--- src/wsd_pkg.sv ---
package wsd_pkg;

	localparam int LENGTH_BITS_DEF = 32;

	localparam logic [2:0] PH_BYTE0   = 3'd0;
	localparam logic [2:0] PH_BYTE1   = 3'd1;
	localparam logic [2:0] PH_EXTLEN  = 3'd2;
	localparam logic [2:0] PH_MASK    = 3'd3;
	localparam logic [2:0] PH_PAYLOAD = 3'd4;
	localparam logic [2:0] PH_HALT    = 3'd5;

	localparam logic [1:0] KIND_PAYLOAD = 2'd0;
	localparam logic [1:0] KIND_EMPTY   = 2'd1;
	localparam logic [1:0] KIND_ERROR   = 2'd2;

	localparam logic [6:0] LEN_EXT16 = 7'd126;
	localparam logic [6:0] LEN_EXT64 = 7'd127;
	localparam logic [3:0] EXT16_BYTES = 4'd2;
	localparam logic [3:0] EXT64_BYTES = 4'd8;
	localparam logic [3:0] KEY_BYTES   = 4'd4;

	typedef struct packed {
		logic [1:0] kind;
		logic [7:0] payload_byte;
		logic [3:0] frame_opcode;
		logic [3:0] message_opcode;
		logic       fin_flag;
		logic       is_control;
		logic       last_of_frame;
	} res_t;

endpackage

--- src/wsd_parser.sv ---
module wsd_parser #(
	parameter int LENGTH_BITS = wsd_pkg::LENGTH_BITS_DEF
) (
	input  logic          clk,
	input  logic          arst_n,
	input  logic          fire,
	input  logic [7:0]    data,
	output logic          res_valid,
	output wsd_pkg::res_t res
);

	logic [2:0]             phase_q, phase_d;
	logic [3:0]             count_q, count_d;
	logic [3:0]             opcode_q, opcode_d;
	logic                   fin_q, fin_d;
	logic [6:0]             short_len_q, short_len_d;
	logic [LENGTH_BITS-1:0] remain_q, remain_d;
	logic [31:0]            key_q, key_d;
	logic [1:0]             index_q, index_d;
	logic [3:0]             stored_q, stored_d;

	logic [3:0]             count_inc;
	logic [LENGTH_BITS-1:0] remain_shift;
	logic [LENGTH_BITS-1:0] remain_dec;
	logic [7:0]             key_byte;
	logic [3:0]             ext_bytes;

	assign count_inc    = count_q + 4'd1;
	assign remain_shift = {remain_q[LENGTH_BITS-9:0], data};
	assign remain_dec   = remain_q - LENGTH_BITS'(1);
	assign key_byte     = key_q[{~index_q, 3'b000} +: 8];
	assign ext_bytes    = (short_len_q == wsd_pkg::LEN_EXT16) ?
		wsd_pkg::EXT16_BYTES : wsd_pkg::EXT64_BYTES;

	always_comb begin
		phase_d     = phase_q;
		count_d     = count_q;
		opcode_d    = opcode_q;
		fin_d       = fin_q;
		short_len_d = short_len_q;
		remain_d    = remain_q;
		key_d       = key_q;
		index_d     = index_q;
		stored_d    = stored_q;
		res_valid   = 1'b0;
		res.kind           = wsd_pkg::KIND_PAYLOAD;
		res.payload_byte   = 8'd0;
		res.frame_opcode   = opcode_q;
		res.message_opcode = (opcode_q == 4'd0) ? stored_q : opcode_q;
		res.fin_flag       = fin_q;
		res.is_control     = opcode_q[3];
		res.last_of_frame  = 1'b1;
		if (fire) begin
			unique case (phase_q)
				wsd_pkg::PH_BYTE0: begin
					opcode_d = data[3:0];
					fin_d    = data[7];
					phase_d  = wsd_pkg::PH_BYTE1;
				end
				wsd_pkg::PH_BYTE1: begin
					if (!data[7]) begin
						phase_d   = wsd_pkg::PH_HALT;
						res_valid = 1'b1;
						res.kind  = wsd_pkg::KIND_ERROR;
					end else begin
						short_len_d = data[6:0];
						count_d     = 4'd0;
						key_d       = 32'd0;
						if (data[6:0] == wsd_pkg::LEN_EXT16 ||
						    data[6:0] == wsd_pkg::LEN_EXT64) begin
							remain_d = '0;
							phase_d  = wsd_pkg::PH_EXTLEN;
						end else begin
							remain_d = {{(LENGTH_BITS-7){1'b0}}, data[6:0]};
							phase_d  = wsd_pkg::PH_MASK;
						end
					end
				end
				wsd_pkg::PH_EXTLEN: begin
					remain_d = remain_shift;
					count_d  = count_inc;
					if (count_inc >= ext_bytes) begin
						count_d = 4'd0;
						phase_d = wsd_pkg::PH_MASK;
					end
				end
				wsd_pkg::PH_MASK: begin
					key_d   = {key_q[23:0], data};
					count_d = count_inc;
					if (count_inc >= wsd_pkg::KEY_BYTES) begin
						if (opcode_q != 4'd0 && !opcode_q[3] && !fin_q)
							stored_d = opcode_q;
						index_d = 2'd0;
						count_d = 4'd0;
						if (remain_q == '0) begin
							phase_d   = wsd_pkg::PH_BYTE0;
							res_valid = 1'b1;
							res.kind  = wsd_pkg::KIND_EMPTY;
						end else begin
							phase_d = wsd_pkg::PH_PAYLOAD;
						end
					end
				end
				wsd_pkg::PH_PAYLOAD: begin
					index_d          = index_q + 2'd1;
					remain_d         = remain_dec;
					res_valid        = 1'b1;
					res.payload_byte = data ^ key_byte;
					res.last_of_frame = (remain_dec == '0);
					if (remain_dec == '0)
						phase_d = wsd_pkg::PH_BYTE0;
				end
				default: begin
				end
			endcase
		end
	end

	always_ff @(posedge clk or negedge arst_n) begin
		if (!arst_n) begin
			phase_q     <= wsd_pkg::PH_BYTE0;
			count_q     <= 4'd0;
			opcode_q    <= 4'd0;
			fin_q       <= 1'b0;
			short_len_q <= 7'd0;
			remain_q    <= '0;
			key_q       <= 32'd0;
			index_q     <= 2'd0;
			stored_q    <= 4'd0;
		end else begin
			phase_q     <= phase_d;
			count_q     <= count_d;
			opcode_q    <= opcode_d;
			fin_q       <= fin_d;
			short_len_q <= short_len_d;
			remain_q    <= remain_d;
			key_q       <= key_d;
			index_q     <= index_d;
			stored_q    <= stored_d;
		end
	end

endmodule

--- src/wsd_out_reg.sv ---
module wsd_out_reg (
	input  logic          clk,
	input  logic          arst_n,
	input  logic          load,
	input  wsd_pkg::res_t res,
	input  logic          stall,
	output logic          valid,
	output logic          blocked,
	output wsd_pkg::res_t res_q
);

	logic valid_q;

	assign valid   = valid_q;
	assign blocked = valid_q && stall;

	always_ff @(posedge clk or negedge arst_n) begin
		if (!arst_n) begin
			valid_q <= 1'b0;
		end else if (load) begin
			valid_q <= 1'b1;
		end else if (valid_q && !stall) begin
			valid_q <= 1'b0;
		end
	end

	always_ff @(posedge clk) begin
		if (load)
			res_q <= res;
	end

endmodule

--- src/websocket_frame_deframer.sv ---
// channel | handshake                   | payload
// input   | data_valid / data_stall     | data_byte
// output  | result_valid / result_stall | kind, payload_byte, frame_opcode,
//         |                             | message_opcode, fin_flag, is_control,
//         |                             | last_of_frame
// One byte per cycle sustained while result_stall is low; a byte's result passes the
// input register, then the result register, on its way to the outputs. Header bytes give
// no result, but for the last mask byte of an empty frame and the second byte of an unmasked one.
// A full result register under stall holds the input register, which then stalls input.
// arst_n returns the parser to the first header byte; after an unmasked frame it
// drops every byte until reset.
module websocket_frame_deframer #(
	parameter int LENGTH_BITS = wsd_pkg::LENGTH_BITS_DEF
) (
	input  logic       clk,
	input  logic       arst_n,
	input  logic       data_valid,
	output logic       data_stall,
	input  logic [7:0] data_byte,
	output logic       result_valid,
	input  logic       result_stall,
	output logic [1:0] kind,
	output logic [7:0] payload_byte,
	output logic [3:0] frame_opcode,
	output logic [3:0] message_opcode,
	output logic       fin_flag,
	output logic       is_control,
	output logic       last_of_frame
);

	logic          valid_s1;
	logic [7:0]    data_s1;
	logic          blocked;
	logic          fire;
	logic          accept;
	logic          res_valid;
	wsd_pkg::res_t res;
	wsd_pkg::res_t res_q;

	assign fire       = valid_s1 && !blocked;
	assign data_stall = valid_s1 && blocked;
	assign accept     = data_valid && !data_stall;

	always_ff @(posedge clk or negedge arst_n) begin
		if (!arst_n) begin
			valid_s1 <= 1'b0;
		end else if (accept) begin
			valid_s1 <= 1'b1;
		end else if (fire) begin
			valid_s1 <= 1'b0;
		end
	end

	always_ff @(posedge clk) begin
		if (accept)
			data_s1 <= data_byte;
	end

	wsd_parser #(
		.LENGTH_BITS(LENGTH_BITS)
	) u_parser (
		.clk       (clk),
		.arst_n    (arst_n),
		.fire      (fire),
		.data      (data_s1),
		.res_valid (res_valid),
		.res       (res)
	);

	wsd_out_reg u_out_reg (
		.clk     (clk),
		.arst_n  (arst_n),
		.load    (fire && res_valid),
		.res     (res),
		.stall   (result_stall),
		.valid   (result_valid),
		.blocked (blocked),
		.res_q   (res_q)
	);

	assign kind           = res_q.kind;
	assign payload_byte   = res_q.payload_byte;
	assign frame_opcode   = res_q.frame_opcode;
	assign message_opcode = res_q.message_opcode;
	assign fin_flag       = res_q.fin_flag;
	assign is_control     = res_q.is_control;
	assign last_of_frame  = res_q.last_of_frame;

`ifndef NO_ASSERTIONS
	a_stall_cause: assert property (@(posedge clk) disable iff (!arst_n)
		data_stall |-> (result_valid && result_stall))
		else $error("input stalled without a blocked result");

	a_err_last: assert property (@(posedge clk) disable iff (!arst_n)
		(result_valid && kind != wsd_pkg::KIND_PAYLOAD) |-> last_of_frame)
		else $error("empty or error result not marked last");

	a_control: assert property (@(posedge clk) disable iff (!arst_n)
		result_valid |-> (is_control == frame_opcode[3]))
		else $error("control flag disagrees with opcode");
`endif

endmodule

--- config.mk ---
export PLATFORM = sky130hd
export DESIGN_NAME = websocket_frame_deframer
export DESIGN_NICKNAME = d
export VERILOG_FILES = /design/src/wsd_pkg.sv /design/src/wsd_parser.sv /design/src/wsd_out_reg.sv /design/src/websocket_frame_deframer.sv
export SDC_FILE = /design/constraint.sdc
export NUM_CORES = 1
export LEC_CHECK = 0
export BUFFER_PORTS_ARGS = -buffer_cell sky130_fd_sc_hd__buf_2
export CORE_MARGIN = 2
export CORE_UTILIZATION = 50
export CTS_BUF_LIST = sky130_fd_sc_hd__clkbuf_16
export CTS_CLUSTER_DIAMETER = 50
export DETAILED_ROUTE_END_ITERATION = 7
export GPL_ROUTABILITY_DRIVEN = 0
export GPL_TIMING_DRIVEN = 0
export PLACE_DENSITY = 0.63
export SYNTH_ARGS = -nofsm -noshare
export SYNTH_HDL_FRONTEND = slang
export SYNTH_SLANG_ARGS = --single-unit
--- constraint.sdc ---
create_clock -name clk -period 4.5 [get_ports clk]
set_input_delay 0.45 -clock clk [delete_from_list [all_inputs] [get_ports clk]]
set_output_delay 0.45 -clock clk [all_outputs]
set_load 0.05 [all_outputs]
==> flow_summary.toml, run 1 <==
[grt]
grt_usage_pct = 25.2
grt_pass1_vias = 4876
antenna_found_initial = 0
overflow = 0
grt_start_max_net_pins = 58
grt_pass1_wl_um = 25000

[cts]
cts.sinks = 119
clockBufferDepth = 2
post-cts-setup-buffers = 0
cts-resized-gates = 0
cts-root-buf = "clkbuf_16"
cts.htree.levels = 4
cts_tree = "done"
cts_buffers = 17
clk_pin_slew_ns = 0.06
clk_latency_ns = 0.42

[yosys]
yosys_register_bits = 119
synth.area.top_cells = "dfrtp_1 38%, edfxtp_1 14%, o21ai_0 5.2%"
ys_types = 59
yosys_warnings = 0
yosysTopAreaCellShare_pct = 37.9
syn_nets = 585
synth_edf_count = 28
ys_seq_area_share_pct = 51.9
async_flop_share_pct = 76.5
yosys.area.top_type = "dfrtp_1"
synth_area_um2 = 6010
netlist_instances = 568
syn_area_per_cell_um2 = 10.6
synthFlopType = "dfrtp_1"

[floorplanning]
design.portCount = 35
start_util_pct = 50.6
num_rows = 40
core-area_um2 = 11900
die-area_um2 = 12900
die_w_um = 114
die_y_um = 114

[timing]
tns_ns = 0
rsz0062_at_grt = "no"
fin_crit_ns = 3.52
drv_slew = 0
fin_crit_sh_pct = 78.3
max_slew_margin_pct = 38.7
hold_violations = 0
max_freq_mhz = 284
clock_skew_ns = 0.0131
setup-violations-final = 0
fin_ws_ns = 0.977
worst_pin_slew_ns = 0.911

[setup_path]
crit_path_end_kind = "flip-flop"
crit_fanout = 18
crit_required_ns = 4.61
cp.arrival_ns = 3.64
crit_path_start_kind = "flip-flop"
crit_type = "flip-flop to flip-flop"

[route]
via_per_inst = 6.24
drt_iter0_markers = 463
num_vias = 4892
routedWlPerCell_um = 19.5
routed_wl_um = 15300
drtAntennaViolNets = 0
drtPass1Iterations = 5
drc_errors = 0

[run_status]
status = "completed"

[run]
drv_cap = 0

[power_and_ir_drop]
cellLeakagePower_uw = 0.00295
irDropWorstVdd_v = 0.000336
powerDensity_nw_per_um2 = 563

[cells_and_area]
area_growth_pct = 16.0
nets = 641
final_common_cell = "dfrtp_1"
final_cell_mix = "91 x dfrtp_1, 62 x o21ai_0, 54 x nor2_1"
drive_gt1_share_pct = 15.9
num_antenna_cells = 0

[placed_design]
preCtsSetupSlack_ns = 1.04
io_buffers = 34
place_hpwl_um = 10300

[min_path]
hp-class = "input pin to flip-flop"
metrics by stage:
step	area, um2	power (uW)	hold slack, ns	utilization [%]	std cells
floorplan	6010	2320	0.154	-	568
global placement	6360	2630	0.472	53.6	749
detailed placement	6410	2660	0.441	54.0	751
CTS	6970	3920	0.191	58.7	784
global route	6970	4130	0.190	58.7	784
finish	6970	3920	0.208	58.7	784
logic make-up after synthesis:
logic type,synth area share [%]
simple gates,16.0
compound gates,18.9
flops,51.9
buf+inv,3.54
mux,6.17
xor+xnor,2.48
fa+ha+maj,1.04
cell usage after synthesis (3+ instances only):
cell	count
a21o_1	5
a21oi_1	27
a22o_1	33
a22oi_1	15
a31oi_1	8
a32oi_1	10
and2_1	6
and3_1	7
clkbuf_1	32
dfrtp_1	91
edfxtp_1	28
ha_1	5
inv_1	11
mux2_2	16
mux4_2	8
nand2_1	29
nand2b_1	5
nand3_1	8
nand3b_1	3
nand4_1	5
nor2_1	54
nor2b_1	5
nor3_1	19
nor3_2	3
nor4_1	10
nor4b_1	3
o21ai_0	62
or3_1	5
or4_1	3
xnor2_1	14
xor2_1	3
worst max-delay path, cell delays in order (launching register included):
cell and delay (ns):
dfrtp_1 0.45, inv_1 0.13, ha_1 0.31, nor4b_4 0.55
and4_2 0.41, and3_1 0.16, buf_2 0.17, nand3_1 0.12
or3_1 0.36, a21oi_2 0.31, buf_8 0.23
final cells by class:
cell class,instances,area (um2)
fillers,984,4900
flip-flops and latches,119,3120
multi-input cells,399,2680
clock buffers,17,425
repair buffers,37,225
well taps,147,184
plain buffers,38,168
clock inverters,15,120
inverters,12,45.0
layer usage:
| layer | global-route usage (%) | share of wire [%] | routed length (um) |
|---|---|---|---|
| met4 | 10.8 | 2.9 | 439 |
| met5 | 0 | 0 | 0 |
| met1 | 32.7 | 43 | 6540 |
| met2 | 39.3 | 48 | 7310 |
| met3 | 7.81 | 6.7 | 1020 |
path summary, 6_finish.rpt:
| check | startpoint | endpoint | slack, ns | cells past startpoint |
|---|---|---|---|---|
| worst max register to register | u_parser.remain_q[1] | u_out_reg.res_q[1] | 0.98 | 10 |
| max in group asynchronous | arst_n | u_parser.remain_q[0] | 3.33 | 3 |
| min in group asynchronous | arst_n | u_parser.remain_q[11] | 0.53 | 2 |
| worst max-delay path | u_parser.remain_q[1] | u_out_reg.res_q[1] | 0.98 | 10 |
| worst min-delay path | data_byte[4] | data_s1[4] | 0.21 | 1 |
| worst min register to register | u_parser.fin_q | u_out_reg.res_q[2] | 0.49 | 0 |
flip-flops by register name (all words and copies together) (netlist names):
register	count
u_out_reg.res_q	20
u_parser.fin_q	1
data_s1	8
u_out_reg.valid	1
u_parser.phase_q	3
u_parser.remain_q	32
u_parser.index_q	2
u_parser.count_q	4
u_parser.short_len_q	7
valid_s1	1
u_parser.key_q	32
u_parser.opcode_q	4
u_parser.stored_q	4
power breakdown:
group	internal [uW]	switching (uW)	total, uW
combinational	414	755	1170
sequential	1320	175	1490
clock	793	468	1260
total	2520	1400	3920
what timing repair did:
action,CTS,global route
hold buffers,1,0
hold endpoints to repair,5,0
endpoints found under the setup margin,0,0
Power figures use the tool's default switching activity.
==> inputs of run 2 (changes only) <==
--- a/config.mk
+++ b/config.mk
@@ -13,7 +13,7 @@
 export DETAILED_ROUTE_END_ITERATION = 7
 export GPL_ROUTABILITY_DRIVEN = 0
 export GPL_TIMING_DRIVEN = 0
-export PLACE_DENSITY = 0.63
+export PLACE_DENSITY = 0.66
 export SYNTH_ARGS = -nofsm -noshare
 export SYNTH_HDL_FRONTEND = slang
 export SYNTH_SLANG_ARGS = --single-unit
==> constraint.sdc (replaced) <==
create_clock -name clk -period 2.9 [get_ports clk]
set_input_delay 0.29 -clock clk [delete_from_list [all_inputs] [get_ports clk]]
set_output_delay 0.29 -clock clk [all_outputs]
set_load 0.05 [all_outputs]
==> run 2 against run 1 <==
  * Register-to-register slack got worse by 0.93 ns
  * Highest routed layer unchanged
  * Sequential power rose by 56%
  * Clock skew barely moved
  * Flip-flop and latch count did not move
  * Largest cell class unchanged
  * Hold slack got worse by 0.16 ns
  * Combinational power rose by 82%
  * Non-clock buffer count rose by 21
==> flow_summary.toml, run 2 (synthesized netlist as in run 1, its figures left out) <==
[setup_path]
crit_path_start_kind = "flip-flop"
slowest_delay_ns = 0.46
reg2reg_depth = 11
r2r_start = "u_parser.remain_q[1]"
crit_buf_inv = 4
crit_path_top_delay_cell = "or3_4"
endpoint = "u_out_reg.res_q[0]"
crit_required_ns = 3.03
critical_path_depth = 11
crit_fanout = 5
worstPathCellList = "inv_2, ha_4, nor4b_4, buf_4, and4_4, and3_4, buf_6, nand3_2, or3_4, a21oi_4, clkbuf_16"
cp.arrival_ns = 2.99
r2r_setup_slack_ns = 0.04
timing.rr.end = "u_out_reg.res_q[0]"
crit_type = "flip-flop to flip-flop"
crit_path_start = "u_parser.remain_q[1]"
crit_path_end_kind = "flip-flop"
path_delay_family = "simple AND/OR/NAND/NOR gates"

[min_path]
hp-class = "input pin to flip-flop"

[grt]
antenna_found_initial = 0
overflow = 0
grt_start_max_net_pins = 59
grt_usage_pct = 25.5
grt_pass1_wl_um = 25500
grt_pass1_vias = 5010

[power_and_ir_drop]
irDropWorstVdd_v = 0.000580
cellLeakagePower_uw = 0.00311
powerDensity_nw_per_um2 = 891

[run]
drv_cap = 0

[placed_design]
preCtsSetupSlack_ns = -0.535
place_hpwl_um = 10300
io_buffers = 34

[timing]
worst_pin_slew_ns = 0.803
fin_ws_ns = 0.0434
fin_crit_sh_pct = 98.5
hold_ws_ns = 0.0458
fin_crit_ns = 2.86
drv_slew = 0
max_freq_mhz = 350
max_slew_margin_pct = 46.2
hold_violations = 0
setup-violations-final = 0
clock_skew_ns = 0.0129

[cells_and_area]
num_antenna_cells = 0
seqCellArea_um2 = 3120
final_core_util_pct = 62.1
area_growth_pct = 22.7
final_common_cell = "dfrtp_1"
fillers = 935
multi_input_area_um2 = 2840
drive_gt1_share_pct = 23.7
final_cell_mix = "88 x dfrtp_1, 62 x o21ai_0, 52 x nor2_1"
nets = 663
largestRegisters = "u_parser.key_q x32, u_parser.remain_q x32, u_out_reg.res_q x20"

[floorplanning]
start_util_pct = 50.6
die-area_um2 = 12900
die_y_um = 114
design.portCount = 35
core-area_um2 = 11900
num_rows = 40
die_w_um = 114

[cts]
clk_latency_ns = 0.42
clockBufferDepth = 2
cts_buffers = 17
cts_tree = "done"
clk_pin_slew_ns = 0.06
cts.sinks = 119
cts.htree.levels = 4
cts-root-buf = "clkbuf_16"

[route]
drtAntennaViolNets = 0
drtPass1Iterations = 6
routed_wl_um = 16100
via_per_inst = 6.27
drt_iter0_markers = 474
num_vias = 5050
routedWlPerCell_um = 20.0
drc_errors = 0

[run_status]
status = "completed"
==> run 2: cell types whose count changed in the layout (fill, tap and decap cells not counted), sizes merged <==
cell	previous run	this run
clkinv	9	7
inv	15	17
buf	42	64
clkbuf	49	48
a21oi	27	28
==> run 2: worst min path at each step <==
| stage | from | to | cells after the start |
|---|---|---|---|
| after floorplan | arst_n | u_out_reg.valid | 0 |
| after global placement | data_byte[5] | data_s1[5] | 1 |
| after detailed placement | arst_n | u_parser.remain_q[10] | 1 |
| after CTS | data_byte[6] | data_s1[6] | 1 |
| after global routing | data_byte[5] | data_s1[5] | 1 |
| final | data_byte[6] | data_s1[6] | 1 |
==> run 2: stage by stage <==
step	area, um2	TNS (ns)	total power [uW]	std cells
detailed placement	6420	-11.82	4140	750
floorplan	6030	0	3630	568
CTS	7130	0	6350	788
global route	7370	-0.223	6880	806
global placement	6390	-11.49	4100	749
finish	7370	0	6570	806
==> run 2: per-layer routing <==
layer / up-vias / track usage, % / part of all wire, %
met3: 43 / 7.17 / 6.3
met1: 2495 / 33.5 / 43
li1: 2301 / - / -
met2: 211 / 39.4 / 48
met5: - / 0 / 0
met4: 0 / 12.4 / 3.0
==> run 2: repair_timing <==
| item | CTS | global route |
|---|---|---|
| resized for setup | 10 | 21 |
| setup endpoints to repair | 23 | 22 |
| setup buffers | 5 | 18 |
| endpoints found under the hold margin | 33 | 0 |
| hold buffers | 1 | 0 |
| gates cloned | 1 | 1 |
| pin swaps | 3 | 8 |
==> run 2: cell type report <==
class / count / area share, %
Sequential cell: 119 / 42.4
Clock buffer: 17 / 5.77
Buffer: 36 / 2.27
Tap cell: 147 / 2.50
Inverter: 12 / 0.611
Clock inverter: 15 / 2.27
Multi-Input combinational cell: 400 / 38.5
Timing Repair Buffer: 60 / 5.70
==> run 2: where the power goes <==
part / switching, uW / total, uW / internal [uW]
clock network: 830 / 2110 / 1280
logic: 1290 / 2130 / 837
registers: 284 / 2330 / 2040
==> inputs of run 3 (changes only) <==
--- a/config.mk
+++ b/config.mk
@@ -7,13 +7,13 @@
 export LEC_CHECK = 0
 export BUFFER_PORTS_ARGS = -buffer_cell sky130_fd_sc_hd__buf_2
 export CORE_MARGIN = 2
-export CORE_UTILIZATION = 50
+export CORE_UTILIZATION = 55
 export CTS_BUF_LIST = sky130_fd_sc_hd__clkbuf_16
 export CTS_CLUSTER_DIAMETER = 50
 export DETAILED_ROUTE_END_ITERATION = 7
 export GPL_ROUTABILITY_DRIVEN = 0
 export GPL_TIMING_DRIVEN = 0
-export PLACE_DENSITY = 0.66
+export PLACE_DENSITY = 0.72
 export SYNTH_ARGS = -nofsm -noshare
 export SYNTH_HDL_FRONTEND = slang
 export SYNTH_SLANG_ARGS = --single-unit
==> run 3 against run 2 <==
  * Register-to-register slack barely moved
  * Utilization rose by 5.8 points
  * Largest power group unchanged
  * Cell area fell by 0.92%
  * Hold slack improved by 0.0013 ns
  * Sequential power barely moved
  * Clock skew fell by 0.0011 ns
  * Flip-flop and latch count did not move
  * Fmax fell by 0.46%
==> flow_summary.toml, run 3 (synthesized netlist as in run 1, its figures left out) <==
[run_status]
status = "completed"

[route]
top_layer_used = "met4"
wl_met3_um = 1190
routed_wl_um = 16300
wl_met2_um = 8000
via_per_inst = 6.49
num_vias = 5168
drt_iter0_markers = 529
routedWlPerCell_um = 20.4
drtAntennaViolNets = 0
wl_met1_um = 6500
drc_errors = 0
drtPass1Iterations = 6

[setup_path]
worstPathCellList = "nor3_1, and4_4, and3_4, buf_6, nand3_2, or3_4, a21oi_4, clkbuf_16"
slowest_delay_ns = 0.49
path_delay_family = "simple AND/OR/NAND/NOR gates"
crit_required_ns = 3.04
crit_buf_inv = 2
cp.arrival_ns = 3.01
crit_path_top_delay_cell = "dfrtp_1"
crit_fanout = 7
crit_path_start_kind = "flip-flop"
crit_type = "flip-flop to flip-flop"
crit_path_end_kind = "flip-flop"

[floorplanning]
design.portCount = 35
start_util_pct = 55.9
core-area_um2 = 10700
num_rows = 38
die_w_um = 109
die_y_um = 109
die-area_um2 = 11800

[timing]
max_freq_mhz = 348
fin_crit_ns = 2.87
hold_violations = 0
drv_slew = 0
clock_skew_ns = 0.0119
tns_ns = 0
fin_crit_sh_pct = 99.0
worst_pin_slew_ns = 0.823
max_slew_margin_pct = 44.7
setup-violations-final = 0
fin_ws_ns = 0.0301

[cts]
clk_pin_slew_ns = 0.06
cts-root-buf = "clkbuf_16"
cts_buffers = 17
cts.sinks = 119
cts_tree = "done"
clockBufferDepth = 2
clk_latency_ns = 0.42
cts.htree.levels = 4

[grt]
grt_pass1_wl_um = 25700
grt_start_max_net_pins = 58
overflow = 0
grt_pass1_vias = 5037
antenna_found_initial = 0
grt_usage_pct = 28.9

[power_and_ir_drop]
p_int_uw = 4040
cellLeakagePower_uw = 0.00310
irDropWorstVdd_v = 0.000715
switching_power_uw = 2370
p_comb_share_pct = 33.0
powerDensity_nw_per_um2 = 878
clkPwrFrac_pct = 30.5
switching_share_pct = 37.0
p_seq_share_pct = 36.5

[cells_and_area]
num_antenna_cells = 0
fillers = 845
area_growth_pct = 21.6
nets = 660
final_common_cell = "dfrtp_1"
final_cell_mix = "89 x dfrtp_1, 62 x o21ai_0, 54 x nor2_1"
drive_gt1_share_pct = 22.4
largestRegisters = "u_parser.key_q x32, u_parser.remain_q x32, u_out_reg.res_q x20"

[placed_design]
place_hpwl_um = 10400
io_buffers = 34
preCtsSetupSlack_ns = -0.557

[min_path]
hp-class = "input pin to flip-flop"

[run]
drv_cap = 0
-- run 3: cell types whose count changed in the layout (fill, tap and decap cells not counted), sizes merged --
cell / before / now
buf: 64 / 61
bufinv: 2 / 1
clkinvlp: 1 / 2
clkinv: 7 / 9
inv: 17 / 15
-- run 3: power by group through the flow --
stage,logic (uW),registers (uW),clock network [uW]
floorplan,1230,2400,0
global placement,1760,2320,0
detailed placement,1800,2340,0
CTS,1910,2320,1980
global route,2280,2370,2060
finish,2110,2340,1960
-- run 3: routing by layer --
| metal | track usage [%] | up-vias |
|---|---|---|
| li1 | - | 2299 |
| met1 | 36.6 | 2523 |
| met2 | 46.9 | 281 |
| met3 | 6.81 | 65 |
| met4 | 13.6 | 0 |
| met5 | 0 | - |
-- run 3: worst reg2reg max path: stages (launching register included) --
cell and delay, ns:
dfrtp_1 0.49, nor3_1 0.46, and4_4 0.35, and3_4 0.19
buf_6 0.12, nand3_2 0.09, or3_4 0.46, a21oi_4 0.23
clkbuf_16 0.20
-- run 3: final timing paths --
kind                                             from                     to  slack [ns]  cells past startpoint
worst max-delay path            u_parser.remain_q[13]    u_out_reg.res_q[20]        0.03                      8
worst min-delay path                     data_byte[4]             data_s1[4]        0.05                      1
worst max register to register  u_parser.remain_q[13]    u_out_reg.res_q[20]        0.03                      8
worst min register to register         u_parser.fin_q     u_out_reg.res_q[2]        0.48                      0
max in group asynchronous                      arst_n   u_parser.opcode_q[3]        1.88                      3
min in group asynchronous                      arst_n  u_parser.remain_q[22]        0.37                      2
-- run 3: per-stage QoR --
| stage | instances | cell area (um2) | power [uW] | util [%] | hold slack, ns |
|---|---|---|---|---|---|
| 6_report | 796 | 7300 | 6410 | 68.0 | 0.0471 |
| 5_1_grt | 796 | 7300 | 6710 | 68.0 | 0.0280 |
| 4_1_cts | 784 | 7110 | 6210 | 66.2 | 0.0321 |
| 3_5_place_dp | 743 | 6410 | 4150 | 59.6 | 0.275 |
| 3_3_place_gp | 742 | 6380 | 4080 | 59.4 | 0.467 |
| 2_1_floorplan | 568 | 6030 | 3630 | - | -0.00559 |
-- run 3: what timing repair did --
| action | CTS | global route |
|---|---|---|
| hold endpoints to repair | 34 | 0 |
| setup endpoints to repair | 23 | 24 |
| resized for setup | 10 | 18 |
| hold buffers | 1 | 0 |
| cloned | 1 | 1 |
| buffers inserted | 8 | 12 |
| pin swaps | 2 | 7 |
-- run 3: area by class of cell --
class                   instances  area (um2)  share of cell area, %
repair buffers                 57         398                   5.45
clock inverters                15         129                   1.76
well taps                     140         175                   2.40
inverters                      12        45.0                  0.617
multi-input cells             400        2840                   38.9
flip-flops and latches        119        3120                   42.7
plain buffers                  36         168                   2.30
clock buffers                  17         425                   5.82
